### src/sv/tle_pkg.sv
// Shared types and constants for the terminal line editor.
`timescale 1ns / 1ps

package tle_pkg;

   localparam int LINE_CAPACITY = 40;
   localparam int LEN_W  = $clog2(LINE_CAPACITY + 1);
   localparam int ADDR_W = (LINE_CAPACITY > 1) ? $clog2(LINE_CAPACITY) : 1;

   localparam int CSR_ADDR_W = 4;
   localparam int CSR_DATA_W = 32;

   localparam logic [1:0] REG_ERASE = 2'd0;
   localparam logic [1:0] REG_KILL  = 2'd1;
   localparam logic [1:0] REG_WORD  = 2'd2;
   localparam logic [1:0] REG_END   = 2'd3;

   localparam logic [7:0] ERASE_RESET = 8'd127;
   localparam logic [7:0] KILL_RESET  = 8'd21;
   localparam logic [7:0] WORD_RESET  = 8'd23;
   localparam logic [7:0] END_RESET   = 8'd4;

   localparam logic [7:0] CHAR_SPACE  = 8'd32;
   localparam logic [7:0] CHAR_DEL    = 8'd127;

   typedef enum logic [1:0] {
      KIND_ECHO    = 2'd0,
      KIND_ERASE   = 2'd1,
      KIND_NEWLINE = 2'd2,
      KIND_BELL    = 2'd3
   } tle_kind_type;

   typedef enum logic [3:0] {
      ST_IDLE,
      ST_DISPATCH,
      ST_KILL,
      ST_WORD_SP,
      ST_WORD_CH,
      ST_NL1,
      ST_REPLAY,
      ST_NL2,
      ST_STORE,
      ST_FLUSH
   } tle_state_type;

   typedef struct packed {
      logic [7:0] erase_code;
      logic [7:0] kill_code;
      logic [7:0] word_erase_code;
      logic [7:0] end_code;
   } tle_codes_type;

   typedef struct packed {
      logic         load;
      logic         emit;
      logic         flush;
      tle_kind_type kind;
      logic         src_mem;
      logic         sess_end;
      logic         dec_len;
      logic         clr_len;
      logic         store;
      logic         set_fin;
      logic         idx_clr;
      logic         idx_inc;
      logic         rd_idx;
   } tle_cmd_type;

   typedef struct packed {
      logic ctrl;
      logic hit_end;
      logic hit_erase;
      logic hit_kill;
      logic hit_word;
      logic len_zero;
      logic len_full;
      logic top_space;
      logic idx_last;
      logic finished;
      logic pend_valid;
      logic out_free;
   } tle_stat_type;

endpackage

### src/sv/tle_csr.sv
// Configuration register file with APB-style access.
`timescale 1ns / 1ps

module tle_csr (
   input  logic                           clock,
   input  logic                           reset,
   input  logic                           csr_psel,
   input  logic                           csr_penable,
   input  logic                           csr_pwrite,
   input  logic [tle_pkg::CSR_ADDR_W-1:0] csr_paddr,
   input  logic [tle_pkg::CSR_DATA_W-1:0] csr_pwdata,
   output logic [tle_pkg::CSR_DATA_W-1:0] csr_prdata,
   output logic                           csr_pready,
   output tle_pkg::tle_codes_type         codes
);
   import tle_pkg::*;

   tle_codes_type codes_ff, codes_in;
   logic [1:0]    reg_idx;
   logic          wr_en;
   logic [7:0]    rd_val;

   assign reg_idx    = csr_paddr[3:2];
   assign csr_pready = 1'b1;
   assign wr_en      = csr_psel && csr_penable && csr_pwrite && csr_pready;

   always_comb begin
      codes_in = codes_ff;
      if (wr_en) begin
         case (reg_idx)
            REG_ERASE: codes_in.erase_code      = csr_pwdata[7:0];
            REG_KILL:  codes_in.kill_code       = csr_pwdata[7:0];
            REG_WORD:  codes_in.word_erase_code = csr_pwdata[7:0];
            REG_END:   codes_in.end_code        = csr_pwdata[7:0];
            default:   codes_in = codes_ff;
         endcase
      end
   end

   always_comb begin
      case (reg_idx)
         REG_ERASE: rd_val = codes_ff.erase_code;
         REG_KILL:  rd_val = codes_ff.kill_code;
         REG_WORD:  rd_val = codes_ff.word_erase_code;
         REG_END:   rd_val = codes_ff.end_code;
         default:   rd_val = 8'd0;
      endcase
   end

   assign csr_prdata = {{(CSR_DATA_W - 8){1'b0}}, rd_val};
   assign codes      = codes_ff;

   always_ff @(posedge clock) begin
      if (reset) begin
         codes_ff.erase_code      <= ERASE_RESET;
         codes_ff.kill_code       <= KILL_RESET;
         codes_ff.word_erase_code <= WORD_RESET;
         codes_ff.end_code        <= END_RESET;
      end else begin
         codes_ff <= codes_in;
      end
   end

endmodule

### src/sv/tle_ctrl.sv
// Controller state machine: sequences edits, replay and result hand-off.
`timescale 1ns / 1ps

module tle_ctrl (
   input  logic                  clock,
   input  logic                  reset,
   input  logic                  req_valid,
   output logic                  req_stall,
   input  tle_pkg::tle_stat_type stat,
   output tle_pkg::tle_cmd_type  cmd
);
   import tle_pkg::*;

   tle_state_type state_ff, state_in;
   logic          slot_ok;

   // a new result may enter the holding slot if it is empty or can drain
   assign slot_ok   = !stat.pend_valid || stat.out_free;
   assign req_stall = (state_ff != ST_IDLE);

   always_comb begin
      state_in = state_ff;
      case (state_ff)
         ST_IDLE: begin
            if (req_valid && !stat.finished) state_in = ST_DISPATCH;
         end
         ST_DISPATCH: begin
            if (stat.ctrl) begin
               if (stat.hit_end || stat.hit_erase) begin
                  if (slot_ok) state_in = ST_FLUSH;
               end else if (stat.hit_kill) begin
                  state_in = ST_KILL;
               end else if (stat.hit_word) begin
                  state_in = ST_WORD_SP;
               end else if (slot_ok) begin
                  state_in = ST_FLUSH;
               end
            end else if (stat.len_full) begin
               state_in = ST_NL1;
            end else begin
               state_in = ST_STORE;
            end
         end
         ST_KILL: begin
            if (stat.len_zero) state_in = ST_FLUSH;
         end
         ST_WORD_SP: begin
            if (stat.len_zero) state_in = ST_FLUSH;
            else if (!stat.top_space) state_in = ST_WORD_CH;
         end
         ST_WORD_CH: begin
            if (stat.len_zero || stat.top_space) state_in = ST_FLUSH;
         end
         ST_NL1: begin
            if (slot_ok) state_in = ST_REPLAY;
         end
         ST_REPLAY: begin
            if (slot_ok && stat.idx_last) state_in = ST_NL2;
         end
         ST_NL2: begin
            if (slot_ok) state_in = ST_STORE;
         end
         ST_STORE: begin
            if (slot_ok) state_in = ST_FLUSH;
         end
         ST_FLUSH: begin
            if (!stat.pend_valid || stat.out_free) state_in = ST_IDLE;
         end
         default: state_in = ST_IDLE;
      endcase
   end

   always_comb begin
      cmd      = '0;
      cmd.kind = KIND_ECHO;
      case (state_ff)
         ST_IDLE: begin
            cmd.load = req_valid;
         end
         ST_DISPATCH: begin
            if (stat.ctrl) begin
               if (stat.hit_end) begin
                  if (stat.len_zero && slot_ok) begin
                     cmd.emit     = 1'b1;
                     cmd.kind     = KIND_NEWLINE;
                     cmd.sess_end = 1'b1;
                     cmd.set_fin  = 1'b1;
                  end
               end else if (stat.hit_erase) begin
                  if (!stat.len_zero && slot_ok) begin
                     cmd.emit    = 1'b1;
                     cmd.kind    = KIND_ERASE;
                     cmd.dec_len = 1'b1;
                  end
               end else if (!stat.hit_kill && !stat.hit_word && slot_ok) begin
                  cmd.emit = 1'b1;
                  cmd.kind = KIND_BELL;
               end
            end
         end
         ST_KILL, ST_WORD_CH: begin
            if (!stat.len_zero && !(state_ff == ST_WORD_CH && stat.top_space) && slot_ok) begin
               cmd.emit    = 1'b1;
               cmd.kind    = KIND_ERASE;
               cmd.dec_len = 1'b1;
            end
         end
         ST_WORD_SP: begin
            if (!stat.len_zero && stat.top_space && slot_ok) begin
               cmd.emit    = 1'b1;
               cmd.kind    = KIND_ERASE;
               cmd.dec_len = 1'b1;
            end
         end
         ST_NL1: begin
            cmd.rd_idx = 1'b1;
            if (slot_ok) begin
               cmd.emit    = 1'b1;
               cmd.kind    = KIND_NEWLINE;
               cmd.idx_clr = 1'b1;
            end
         end
         ST_REPLAY: begin
            cmd.rd_idx = 1'b1;
            if (slot_ok) begin
               cmd.emit    = 1'b1;
               cmd.kind    = KIND_ECHO;
               cmd.src_mem = 1'b1;
               cmd.idx_inc = 1'b1;
            end
         end
         ST_NL2: begin
            if (slot_ok) begin
               cmd.emit    = 1'b1;
               cmd.kind    = KIND_NEWLINE;
               cmd.clr_len = 1'b1;
            end
         end
         ST_STORE: begin
            if (slot_ok) begin
               cmd.emit  = 1'b1;
               cmd.kind  = KIND_ECHO;
               cmd.store = 1'b1;
            end
         end
         ST_FLUSH: begin
            cmd.flush = stat.pend_valid && stat.out_free;
         end
         default: cmd = '0;
      endcase
   end

   always_ff @(posedge clock) begin
      if (reset) begin
         state_ff <= ST_IDLE;
      end else begin
         state_ff <= state_in;
      end
   end

endmodule

### src/sv/tle_dp.sv
// Datapath: line store, length, replay index, holding slot and output register.
`timescale 1ns / 1ps

module tle_dp (
   input  logic                   clock,
   input  logic                   reset,
   input  logic [7:0]             req_in_byte,
   input  tle_pkg::tle_codes_type codes,
   input  tle_pkg::tle_cmd_type   cmd,
   output tle_pkg::tle_stat_type  stat,
   output logic                   rsp_valid,
   input  logic                   rsp_stall,
   output logic [1:0]             rsp_kind,
   output logic [7:0]             rsp_out_byte,
   output logic                   rsp_session_end,
   output logic                   rsp_last
);
   import tle_pkg::*;

   logic [7:0]        mem [LINE_CAPACITY];
   logic [7:0]        rd_data_ff;
   logic [7:0]        byte_ff;
   logic [LEN_W-1:0]  len_ff, len_in;
   logic [ADDR_W-1:0] idx_ff, idx_in;
   logic              fin_ff, fin_in;

   logic              pend_valid_ff, pend_valid_in;
   tle_kind_type      pend_kind_ff;
   logic [7:0]        pend_byte_ff;
   logic              pend_end_ff;

   logic              rsp_valid_ff, rsp_valid_in;
   tle_kind_type      rsp_kind_ff;
   logic [7:0]        rsp_byte_ff;
   logic              rsp_end_ff;
   logic              rsp_last_ff;

   logic [LEN_W-1:0]  rd_wide;
   logic [ADDR_W-1:0] rd_addr;
   logic [ADDR_W-1:0] wr_addr;
   logic              rd_ok;
   logic              push;
   logic [7:0]        new_byte;

   always_comb begin
      len_in = len_ff;
      if (cmd.clr_len) len_in = '0;
      else if (cmd.dec_len) len_in = len_ff - LEN_W'(1);
      else if (cmd.store) len_in = len_ff + LEN_W'(1);
   end

   always_comb begin
      idx_in = idx_ff;
      if (cmd.idx_clr) idx_in = '0;
      else if (cmd.idx_inc) idx_in = idx_ff + ADDR_W'(1);
   end

   assign fin_in = fin_ff || cmd.set_fin;

   // read ahead: address the entry that the next cycle will look at
   always_comb begin
      if (cmd.rd_idx) begin
         rd_wide = LEN_W'(idx_in);
         rd_ok   = (LEN_W'(idx_in) < LEN_W'(LINE_CAPACITY));
      end else begin
         rd_wide = len_in - LEN_W'(1);
         rd_ok   = (len_in != '0);
      end
   end

   assign rd_addr = rd_wide[ADDR_W-1:0];
   assign wr_addr = len_ff[ADDR_W-1:0];

   always_ff @(posedge clock) begin
      if (cmd.store) mem[wr_addr] <= byte_ff;
      if (rd_ok) begin
         // bypass a write to the same entry
         if (cmd.store && (wr_addr == rd_addr)) rd_data_ff <= byte_ff;
         else rd_data_ff <= mem[rd_addr];
      end
   end

   assign stat.ctrl       = (byte_ff < 8'd32) || (byte_ff == CHAR_DEL);
   assign stat.hit_end    = (byte_ff == codes.end_code);
   assign stat.hit_erase  = (byte_ff == codes.erase_code);
   assign stat.hit_kill   = (byte_ff == codes.kill_code);
   assign stat.hit_word   = (byte_ff == codes.word_erase_code);
   assign stat.len_zero   = (len_ff == '0);
   assign stat.len_full   = (len_ff >= LEN_W'(LINE_CAPACITY));
   assign stat.top_space  = (rd_data_ff == CHAR_SPACE);
   assign stat.idx_last   = (idx_ff == ADDR_W'(LINE_CAPACITY - 1));
   assign stat.finished   = fin_ff;
   assign stat.pend_valid = pend_valid_ff;
   assign stat.out_free   = !rsp_valid_ff || !rsp_stall;

   // the holding slot keeps one result back so the final one can carry last
   assign push     = (cmd.emit && pend_valid_ff) || cmd.flush;
   assign new_byte = (cmd.kind != KIND_ECHO) ? 8'd0 : (cmd.src_mem ? rd_data_ff : byte_ff);

   always_comb begin
      pend_valid_in = pend_valid_ff;
      if (cmd.emit) pend_valid_in = 1'b1;
      else if (cmd.flush) pend_valid_in = 1'b0;
   end

   always_comb begin
      rsp_valid_in = rsp_valid_ff;
      if (push) rsp_valid_in = 1'b1;
      else if (!rsp_stall) rsp_valid_in = 1'b0;
   end

   always_ff @(posedge clock) begin
      if (cmd.load) byte_ff <= req_in_byte;
      if (cmd.emit) begin
         pend_kind_ff <= cmd.kind;
         pend_byte_ff <= new_byte;
         pend_end_ff  <= cmd.sess_end;
      end
      if (push) begin
         rsp_kind_ff <= pend_kind_ff;
         rsp_byte_ff <= pend_byte_ff;
         rsp_end_ff  <= pend_end_ff;
         rsp_last_ff <= cmd.flush;
      end
      idx_ff <= idx_in;
   end

   always_ff @(posedge clock) begin
      if (reset) begin
         len_ff        <= '0;
         fin_ff        <= 1'b0;
         pend_valid_ff <= 1'b0;
         rsp_valid_ff  <= 1'b0;
      end else begin
         len_ff        <= len_in;
         fin_ff        <= fin_in;
         pend_valid_ff <= pend_valid_in;
         rsp_valid_ff  <= rsp_valid_in;
      end
   end

   assign rsp_valid       = rsp_valid_ff;
   assign rsp_kind        = rsp_kind_ff;
   assign rsp_out_byte    = rsp_byte_ff;
   assign rsp_session_end = rsp_end_ff;
   assign rsp_last        = rsp_last_ff;

   a_len_bound: assert property (@(posedge clock) disable iff (reset)
      len_ff <= LEN_W'(LINE_CAPACITY))
      else $error("line length beyond capacity");

   a_fin_sticky: assert property (@(posedge clock) disable iff (reset)
      fin_ff |=> fin_ff)
      else $error("finished flag cleared");

   a_end_shape: assert property (@(posedge clock) disable iff (reset)
      (rsp_valid_ff && rsp_end_ff) |-> (rsp_kind_ff == KIND_NEWLINE) && rsp_last_ff)
      else $error("session end not on a final newline");

   a_no_underflow: assert property (@(posedge clock) disable iff (reset)
      cmd.dec_len |-> (len_ff != '0))
      else $error("erase on empty line");

   a_slot_overrun: assert property (@(posedge clock) disable iff (reset)
      (cmd.emit && pend_valid_ff) |-> (!rsp_valid_ff || !rsp_stall))
      else $error("held result overwritten");

endmodule

### src/sv/terminal_line_editor_top.sv
// Top level of the terminal line editor.
//
//   channel  direction  handshake              payload
//   req      in         req_valid / req_stall  req_in_byte
//   rsp      out        rsp_valid / rsp_stall  rsp_kind, rsp_out_byte, rsp_session_end, rsp_last
//   csr      in         APB psel/penable       csr_paddr, csr_pwdata -> csr_prdata
//
// One transaction at a time: req_stall is high from the accepting edge until idle again.
// Bell, erase and end emit in the decode cycle; a stored byte is echoed as it is written. Kill
// erases back to the empty line; word erase removes trailing spaces, then the word; a byte on a
// full line emits newline, replays the line store one entry per cycle while the output is free,
// then newline and the byte. Synchronous reset clears length, session flag and handshake state
// and restores the default codes; no store clearing. A result held by rsp_stall holds the sequence.
`timescale 1ns / 1ps

module terminal_line_editor_top (
   input  logic                           clock,
   input  logic                           reset,
   input  logic                           req_valid,
   output logic                           req_stall,
   input  logic [7:0]                     req_in_byte,
   output logic                           rsp_valid,
   input  logic                           rsp_stall,
   output logic [1:0]                     rsp_kind,
   output logic [7:0]                     rsp_out_byte,
   output logic                           rsp_session_end,
   output logic                           rsp_last,
   input  logic                           csr_psel,
   input  logic                           csr_penable,
   input  logic                           csr_pwrite,
   input  logic [tle_pkg::CSR_ADDR_W-1:0] csr_paddr,
   input  logic [tle_pkg::CSR_DATA_W-1:0] csr_pwdata,
   output logic [tle_pkg::CSR_DATA_W-1:0] csr_prdata,
   output logic                           csr_pready
);
   import tle_pkg::*;

   tle_codes_type codes;
   tle_cmd_type   cmd;
   tle_stat_type  stat;

   tle_csr u_csr (
      .clock       (clock),
      .reset       (reset),
      .csr_psel    (csr_psel),
      .csr_penable (csr_penable),
      .csr_pwrite  (csr_pwrite),
      .csr_paddr   (csr_paddr),
      .csr_pwdata  (csr_pwdata),
      .csr_prdata  (csr_prdata),
      .csr_pready  (csr_pready),
      .codes       (codes)
   );

   tle_ctrl u_ctrl (
      .clock     (clock),
      .reset     (reset),
      .req_valid (req_valid),
      .req_stall (req_stall),
      .stat      (stat),
      .cmd       (cmd)
   );

   tle_dp u_dp (
      .clock           (clock),
      .reset           (reset),
      .req_in_byte     (req_in_byte),
      .codes           (codes),
      .cmd             (cmd),
      .stat            (stat),
      .rsp_valid       (rsp_valid),
      .rsp_stall       (rsp_stall),
      .rsp_kind        (rsp_kind),
      .rsp_out_byte    (rsp_out_byte),
      .rsp_session_end (rsp_session_end),
      .rsp_last        (rsp_last)
   );

endmodule
### config.mk
export PLATFORM = sky130hd
export DESIGN_NAME = terminal_line_editor_top
export DESIGN_NICKNAME = d
export VERILOG_FILES = /design/src/sv/tle_pkg.sv /design/src/sv/tle_csr.sv /design/src/sv/tle_ctrl.sv /design/src/sv/tle_dp.sv /design/src/sv/terminal_line_editor_top.sv
export SDC_FILE = /design/constraint.sdc
export NUM_CORES = 1
export LEC_CHECK = 0
export BUFFER_PORTS_ARGS = -buffer_cell sky130_fd_sc_hd__buf_2
export CORE_MARGIN = 2
export CORE_UTILIZATION = 47
export CTS_CLUSTER_SIZE = 25
export DETAILED_ROUTE_END_ITERATION = 8
export PLACE_DENSITY_LB_ADDON = 0.25
export SLEW_MARGIN = 20
export SYNTH_ARGS = -nofsm -noshare
export SYNTH_HDL_FRONTEND = slang
export SYNTH_SLANG_ARGS = --single-unit
### constraint.sdc
create_clock -name clock -period 7.5 [get_ports clock]
set_input_delay 2.25 -clock clock [delete_from_list [all_inputs] [get_ports clock]]
set_output_delay 2.25 -clock clock [all_outputs]
set_load 0.01 [all_outputs]
== Word level (Yosys, flattened, before mapping) ==
Memory sizes are Yosys's and may differ from the RTL's. A register that Yosys moved wholly into a read port is not among the register bits.
Index checks and enable logic that the tools add are counted.

* Memory bits (writable): 320
* Memories: 1
* Bits of input ports: 51
* Output and inout bits: 47
* Logic and storage cells: 168
* Bits in registers: 82

{| class="wikitable"
|+ Memories
! name !! depth !! width !! rd ports !! clocked after memory_dff !! wr ports !! RTL line !! text
|-
| u_dp.mem || 40 || 8 || 1 || 1 || 1 || tle_dp.sv:20 || <nowiki>logic [7:0] mem [LINE_CAPACITY];</nowiki>
|}

* Magnitude comparators: 3
* Reduce and logical (&&, ||, !) cells: 47
* Add/sub/neg operators: 4
* Mux-type cells: 67
* Equal/unequal tests: 28

{| class="wikitable"
|+ Operators with widths
! kind !! count
|-
| $mux W4 || 15
|-
| $pmux W4 S10 || 1
|-
| $mux W6 || 6
|-
| $mux W1 || 34
|-
| $eq A8 B8 Y1 || 4
|-
| $pmux W8 S4 || 1
|-
| $eq A4 B3 Y1 const B || 4
|-
| $ne A2 B1 Y1 const B || 8
|-
| $logic_and A1 B1 Y1 || 15
|-
| $add A6 B1 Y6 const B || 2
|-
| $mux W2 || 6
|-
| $sub A6 B1 Y6 const B || 2
|-
| $pmux W2 S5 || 1
|-
| $reduce_and A2 Y1 || 5
|-
| $eq A4 B2 Y1 const B || 2
|-
| $eq A4 B4 Y1 const B || 2
|-
| $eq A8 B6 Y1 const B || 1
|-
| $eq A8 B7 Y1 const B || 1
|-
| $logic_not A1 Y1 || 8
|-
| $lt A8 B6 Y1 const B || 1
|-
| $mux W8 || 1
|-
| $reduce_and A8 Y1 || 1
|-
| $logic_or A1 B1 Y1 || 7
|-
| $eq A6 B6 Y1 const B || 1
|-
| 16 further kinds || 20
|}

== Depth between registers and ports, before layout ==
Gate-level depths: netlist (run 1).

* Depth after elaboration: 13
* Depth in mapped cells: 24
* Mapped depth without buffers: 19

== Hierarchy ==
Synthesis (run 1) repeated with hierarchy kept, for this count alone.

* Cell total of the unflattened synthesis: 1360
* Area total of the unflattened synthesis: 18555.3 µm²

{| class="wikitable"
|+ By module, submodules not included
! module !! seq. area each (µm²) !! area each (µm²) !! cells an instance !! times used
|-
| tle_dp || 11080.6 || 16130.5 || 1099 || 1
|-
| tle_csr || 640.6 || 1736.7 || 161 || 1
|-
| tle_ctrl || 80.1 || 688.2 || 100 || 1
|}

== Worst setup path before layout (run 1) ==
No wires, ideal clock.

* Kind: input -> register
* From: input rsp_stall
* To: register u_dp.rd_data_ff[1] (read register of u_dp.mem), data pin
* Slack: 1552 ps
* Path buffers: 5
* Library setup time: 262 ps
* Stages: 16
* Arrival: 5686 ps
* Data required time: 7238 ps
* Path through: and3_1 clkbuf_1 nor3_1 a21oi_1 a22oi_1 nand2_1 ha_1 nand2_1 o21a_1 buf_2 buf_1 clkbuf_1 buf_1 mux2_2 o211ai_1 o31ai_1

* Word-level cells in the longest chain between the ends: 13
* Elaborated cells on any way between the ends: 28
* Those cells by class: add/sub (1); order compare (1); mux (19); reduce/logical (7)

{| class="wikitable"
|+ RTL lines
! item !! RTL line !! text
|-
| start: declaration || terminal_line_editor_top.sv:23 || <nowiki>input logic rsp_stall,</nowiki>
|-
| $logic_not A1 Y1 (*) || tle_dp.sv:94 || <nowiki>assign stat.out_free = !rsp_valid_ff || !rsp_stall;</nowiki>
|-
| $logic_or A1 B1 Y1 (*) || tle_dp.sv:94 ||
|-
| $logic_or A1 B1 Y1 (*) || tle_ctrl.sv:18 || <nowiki>assign slot_ok = !stat.pend_valid || stat.out_free;</nowiki>
|-
| $logic_and A1 B1 Y1 || tle_ctrl.sv:90 || <nowiki>if (!stat.len_zero && slot_ok) begin</nowiki>
|-
| $mux W1 || tle_ctrl.sv:90 ||
|-
| $mux W1 || tle_ctrl.sv:89 || <nowiki>end else if (stat.hit_erase) begin</nowiki>
|-
| $mux W1 || tle_ctrl.sv:82 || <nowiki>if (stat.hit_end) begin</nowiki>
|-
| $mux W1 || tle_ctrl.sv:81 || <nowiki>if (stat.ctrl) begin</nowiki>
|-
| $pmux W1 S3 || tle_ctrl.sv:76 || <nowiki>case (state_ff)</nowiki>
|-
| $mux W6 || tle_dp.sv:48 || <nowiki>else if (cmd.dec_len) len_in = len_ff - LEN_W'(1);</nowiki>
|-
| $mux W6 || tle_dp.sv:47 || <nowiki>if (cmd.clr_len) len_in = '0;</nowiki>
|-
| $sub A6 B1 Y6 / $reduce_bool A6 Y1 (equally long branches) || tle_dp.sv:66, tle_dp.sv:67 ||
|-
| $mux W6 / $mux W1 (equally long branches) || tle_dp.sv:62 || <nowiki>if (cmd.rd_idx) begin</nowiki>
|-
| end: declaration || tle_dp.sv:21 || <nowiki>logic [7:0] rd_data_ff;</nowiki>
|}

Every way passes the cells marked *; elsewhere a longest branch is shown, timed or not.
A chain may end at the register's enable or synchronous reset.

== Worst setup path after layout (run 1) ==
* From: input rsp_stall
* To: register u_dp.rd_data_ff[2] (read register of u_dp.mem), data pin

Same word-level chain as after synthesis.

==> impl_metrics.ini, run 1 <==
[run_status]
status = completed

[finish]
area_growth_pct = 11.2
nets = 1535
multi_input_comb_area_mm2 = 0.00587
seq_area_mm2 = 0.0118
n_antenna_cell = 0
final_common_cell = edfxtp_1
fill_cells = 3263
final_area_mm2 = 0.0202
layout-drive-gt1-share_pct = 12.8
final_cell_mix = 359 x edfxtp_1, 253 x nand2_1, 98 x nor2_1
fin_util_pct = 52.6

[critical_path]
critPathMaxFanout = 33
worstPathRequired_ns = 7.77
worstSetupEndpointType = flip-flop
cp-start-kind = input port
crit_path_top_delay_cell = or2_2
worstSetupPathType = in2reg
crit_path_cell_trace = buf_2 -> and3_1 -> nor3_1 -> buf_4 -> xnor2_1 -> or3_1 -> nor4b_1 -> or2_2 -> buf_4 -> mux2i_1 -> mux2i_1 -> mux2_2 -> o21ai_0 -> o41ai_2
arrival_ns = 6.37
rr_worst_depth = 13
crit_path_max_incr_delay_ns = 0.94

[pwr]
vdd_drop_max_uv = 428
power_mw = 8.98
power_frac_clock_pct = 22.6
power.internal_mw = 5.37
power_switching_mw = 3.62
power.share.sequential_pct = 31.5
comb_power_share_pct = 45.9
p_leak_nw = 7.04
swShare_pct = 40.3
power_density_mw_per_mm2 = 444

[hold_path]
hp-class = reg2reg
hold_path_depth = 0

[drt]
viasPerCell = 5.71
wirelength_um = 41800
antenna_left = 0
first_iter_violations = 1121
post_drt_wl_per_cell_um = 20.6
dr.pass1.iters = 5
num_vias = 11600
drc = 0

[placed_design]
dpl_cell_area_mm2 = 0.0189
dpl.hpwl_um = 26300
portBuffers = 46
gp_congestion = 0.907

[yosys]
ys.warnings.count = 0
synthDominantCellAreaShare_pct = 59.2
synth_top_cells_by_area = edfxtp_1 59%, dfxtp_1 5.6%, nand2_1 5.2%
ys_seq_area_share_pct = 64.8
netlist_area_mm2 = 0.0182
yosysTopAreaCell = edfxtp_1
muxShareOfSynthArea_pct = 7.54
synth-simple-area-share_pct = 14.0
ys.flop_type = edfxtp_1
ys_async_sr_fraction_pct = 0
synth_xor_area_share_pct = 2.02
synth_top_family_by_area = simple AND/OR/NAND/NOR gates
synth_edf_count = 359
synth-compound-area-share_pct = 7.60
syn-instance-count = 1456
synth_seq_cells = 410
synth.distinct_cells = 73
syn_avg_cell_area_um2 = 12.5
synthAdderAreaFrac_pct = 0.344

[job]
drv_cap = 0

[clocking]
cts-root-buf = clkbuf_16
ctsHoldBuffers = 0
cts_buffer_depth = 3
cts_made_buffers = 43
post_cts_buffers = 0
ctsResizeCount = 0
worstSkewPairLatency_ns = 0.55
clk_pin_slew_ns = 0.06
cts_tree = yes
htreeDepth = 2
cts_sinks = 410

[timing]
whs_ns = 0.415
tightest_slew_ns = 1.08
rsz0062_at_grt = no
min_period_over_period_pct = 81.3
maxClockFrequency_mhz = 164
drv_slew = 0
hold_violations = 0
relSlewSlack_pct = 28.1
tns_ns = 0
layout_min_cycle_time_ns = 6.10
setup_viol = 0
skew_ns = 0.0184

[floorplan]
dieArea_mm2 = 0.0403
rows = 72
dieWidth_um = 201
fp.coreArea_mm2 = 0.0385
start_util_pct = 47.3
ioPinCount = 98
fp.dieH_um = 201

[grt]
grt_overflow = 0
grt_pass1_wl_um = 64300
antenna_found_initial = 0
grt_usage_pct = 20.6
grt_max_degree = 84
grt_pass1_vias = 11100
-- cells by family (layout without fill, tap and decap cells) --
| logic type | Yosys count | after routing |
|---|---|---|
| buffers and inverters | 140 | 171 |
| and+or+nand+nor | 554 | 554 |
| muxes | 100 | 100 |
| xor gates and xnor gates | 42 | 42 |
| adders and majority gates | 5 | 5 |
| DFF | 410 | 410 |
| AOI/OAI and AO/OA | 203 | 203 |
| other | 2 | 25 |
-- final timing paths --
check	startpoint	slack (ns)	to
setup / recovery	rsp_stall	1.40	u_dp.rd_data_ff[2]$_DFFE_PP_
hold / removal	u_dp.pend_byte_ff[4]$_SDFFCE_PP0P_	0.41	u_dp.rsp_out_byte[4]$_DFFE_PP_
setup reg to reg	u_dp.byte_ff[7]$_DFFE_PP_	2.01	u_dp.rd_data_ff[2]$_DFFE_PP_
hold reg to reg	u_dp.pend_byte_ff[4]$_SDFFCE_PP0P_	0.41	u_dp.rsp_out_byte[4]$_DFFE_PP_
-- metrics by stage --
step	worst slack, ns	std cells
floorplan	1.55	1479
global placement	0.908	1951
detailed placement	0.858	1951
CTS	1.42	2027
global route	1.07	2028
finish	1.40	2028
-- Yosys cell counts, types with 3 or more instances --
master and instances:
mux4_2 28, nor2_1 99, xnor2_1 20, o211ai_1 12, a31oi_1 21, o21a_1 5, nand3_1 61, dfxtp_1 51
buf_1 17, nand2_1 253, inv_1 20, mux2i_1 64, nor3_1 15, o21ai_0 41, nor2b_1 14, nand3b_1 5
a211o_1 13, a211oi_1 17, a21oi_1 47, and2_1 17, a311oi_1 5, nor4_1 15, and3_1 8, o2111ai_1 3
or3_1 11, o31ai_1 5, nand2b_1 6, clkbuf_1 65, a21o_1 4, buf_4 27, edfxtp_1 359, o22ai_1 5
xor2_1 22, nor3b_1 3, ha_1 5, nand4_1 33, buf_2 9, mux2_2 7
-- worst max-delay path, delay by kind of cell --
kind            cells  cell delay [ns]
mux                 3             0.58
simple gates        5             2.12
xor+xnor            1             0.19
buf+inv             3             0.67
compound gates      2             0.52
-- power groups by stage --
stage	Combinational, mW	Clock (mW)	Sequential (mW)
floorplan	2.90	0	2.83
global placement	4.06	0	2.88
detailed placement	4.10	0	2.88
CTS	4.11	2.06	2.83
global route	4.47	2.14	2.84
finish	4.12	2.03	2.83
-- layout make-up --
type | count | share of cell area [%]
Clock inverter | 15 | 0.495
Inverter | 20 | 0.371
Sequential cell | 410 | 58.3
Tap cell | 518 | 3.20
Clock buffer | 61 | 6.16
Multi-Input combinational cell | 929 | 29.0
Timing Repair Buffer | 75 | 2.44
-- sequential cells by signal (all words and copies together), names as in the netlist, 2 cells and up --
| signal | count |
|---|---|
| u_dp.rsp_kind | 2 |
| u_csr.codes | 32 |
| u_dp.pend_byte_ff | 8 |
| u_dp.pend_kind_ff | 2 |
| u_dp.rd_data_ff | 8 |
| u_dp.mem | 320 |
| u_dp.len_ff | 6 |
| u_dp.byte_ff | 8 |
| u_ctrl.state_ff | 4 |
| u_dp.rsp_out_byte | 8 |
| u_dp.idx_ff | 6 |
-- metal layers --
layer  global-route usage (%)  vias up  part of all wire [%]  wire length, um
li1                         -     5384                     -                -
met1                     28.5     5759                    45            18700
met2                     33.1      349                    47            19500
met3                     3.33       86                   5.4             2280
met4                     7.86        0                   3.3             1380
met5                        0        -                     0                0
Note: power is estimated with default switching activity, not from simulation.
==> inputs of run 2 (changes only) <==
clock period = 6.2 ns   (was 7.5 ns; I/O delays follow)
==> run 2 against run 1 <==
  * Cell area up 0.97%
  * Highest routed layer is now met5
  * Critical path depth increased by 4
  * Via count is 0.82% lower
  * Sequential share of layout area shrank 0.56 points
  * First-iteration DRC count increased by 2.1%
  * Core utilization is 0.51 points higher
  * Largest power group unchanged
  * Count of clock-buffer cells in the layout is 13 lower
  * Hold slack improved by 0.0028 ns
  * Cell count is 0.89% higher
==> impl_metrics.ini, run 2 (synthesized netlist as in run 1, its figures left out) <==
[run_status]
status = completed

[finish]
area_growth_pct = 12.2
layout-drive-gt1-share_pct = 13.7
largest_reg_flops = 320
final_area_mm2 = 0.0204
regMostFlops = u_dp.mem
final_cell_mix = 359 x edfxtp_1, 253 x nand2_1, 98 x nor2_1
n_antenna_cell = 0
final_common_cell = edfxtp_1
nets = 1549
fill_cells = 3239

[drt]
wirelength_um = 41600
antenna_left = 0
viasPerCell = 5.61
dr.pass1.iters = 5
first_iter_violations = 1145
post_drt_wl_per_cell_um = 20.3
num_vias = 11500
drc = 0

[floorplan]
dieArea_mm2 = 0.0403
dieWidth_um = 201
fp.coreArea_mm2 = 0.0385
start_util_pct = 47.3
ioPinCount = 98
fp.dieH_um = 201
rows = 72

[clocking]
cts_made_buffers = 43
cts-root-buf = clkbuf_16
cts_buffer_depth = 3
ctsResizeCount = 0
htreeDepth = 2
cts_tree = yes
worstSkewPairLatency_ns = 0.56
cts_sinks = 410
post_cts_buffers = 0
clk_pin_slew_ns = 0.06
ctsHoldBuffers = 0

[critical_path]
crit_path_top_delay_cell = o31ai_1
crit_path_max_incr_delay_ns = 0.39
critPathMaxFanout = 30
cp-start-kind = input port
crit_path_cell_trace = buf_2 -> nand3_1 -> o21ai_0 -> nor3_1 -> a2bb2oi_2 -> and3_1 -> o21ai_0 -> ha_1 -> nor2_1 -> nand3b_1 -> a21oi_1 -> nor3_2 -> buf_12 -> buf_4 -> mux2i_1 -> mux2_2 -> o211ai_1 -> o31ai_1
arrival_ns = 5.72
worstPathRequired_ns = 6.53
worstSetupEndpointType = flip-flop
worstSetupPathType = in2reg
r2r_slack_ns = 1.06
path_common_cell = o21ai_0

[grt]
grt_pass1_vias = 10700
antenna_found_initial = 1
grt_pass1_wl_um = 63800
grt_max_degree = 62
grt_overflow = 0
grt_usage_pct = 20.6

[timing]
maxClockFrequency_mhz = 186
tightest_slew_ns = 0.890
rsz0062_at_grt = no
setup_viol = 0
whs_ns = 0.417
skew_ns = 0.00929
hold_violations = 0
min_period_over_period_pct = 86.8
tns_ns = 0
relSlewSlack_pct = 40.4
layout_min_cycle_time_ns = 5.38
drv_slew = 0

[job]
drv_cap = 0

[hold_path]
hp-class = reg2reg

[placed_design]
dpl.hpwl_um = 26600
portBuffers = 46
gp_congestion = 0.880
dpl_cell_area_mm2 = 0.0190

[pwr]
power_density_mw_per_mm2 = 542
vdd_drop_max_uv = 336
p_leak_nw = 7.14
run 2: area by class of cell:
cell class	count	area (um^2)	share of cell area (%)
Sequential cell	410	11800	57.8
Multi-Input combinational cell	929	5870	28.7
Clock buffer	48	1120	5.46
Tap cell	518	648	3.17
Timing Repair Buffer	89	623	3.05
Clock inverter	32	297	1.45
Inverter	20	75.1	0.367
run 2: report_power, final:
part	internal, mW	switching, mW	leakage (nW)
clock network	1.51	1.06	0.688
logic	1.87	3.28	2.80
registers	3.28	0.0916	3.65
total	6.66	4.42	7.14
run 2: routing by layer:
layer | share of wire (%) | GRT usage (%)
met1 | 43 | 28.7
met2 | 47 | 32.4
met3 | 6.9 | 4.01
met4 | 3.1 | 7.75
met5 | 0.031 | 0
run 2: worst paths after layout:
kind / start / cells past startpoint / to
setup / recovery: rsp_stall / 18 / u_dp.rd_data_ff[4]$_DFFE_PP_
hold / removal: u_dp.pend_kind_ff[0]$_DFFE_PP_ / 0 / u_dp.rsp_kind[0]$_DFFE_PP_
setup reg to reg: u_dp.rd_data_ff[3]$_DFFE_PP_ / 17 / u_dp.rd_data_ff[4]$_DFFE_PP_
hold reg to reg: u_dp.pend_kind_ff[0]$_DFFE_PP_ / 0 / u_dp.rsp_kind[0]$_DFFE_PP_
run 2: worst max-delay path: cells and delay by family:
| kind | cells | cell delay (ns) |
|---|---|---|
| muxes | 2 | 0.60 |
| AOI/OAI and AO/OA | 6 | 1.24 |
| and+or+nand+nor | 6 | 1.11 |
| adders and majority gates | 1 | 0.31 |
| buffers and inverters | 3 | 0.60 |
run 2: metrics by stage:
| stage | setup slack (ns) | util [%] | power, mW | std cells |
|---|---|---|---|---|
| after global routing | 0.540 | 53.1 | 11.7 | 2046 |
| after detailed placement | 0.366 | 49.4 | 8.57 | 1965 |
| after floorplan | 0.642 | - | 6.94 | 1479 |
| final | 0.815 | 53.1 | 11.1 | 2046 |
| after global placement | 0.397 | 49.4 | 8.54 | 1965 |
| after CTS | 0.903 | 53.1 | 11.1 | 2045 |
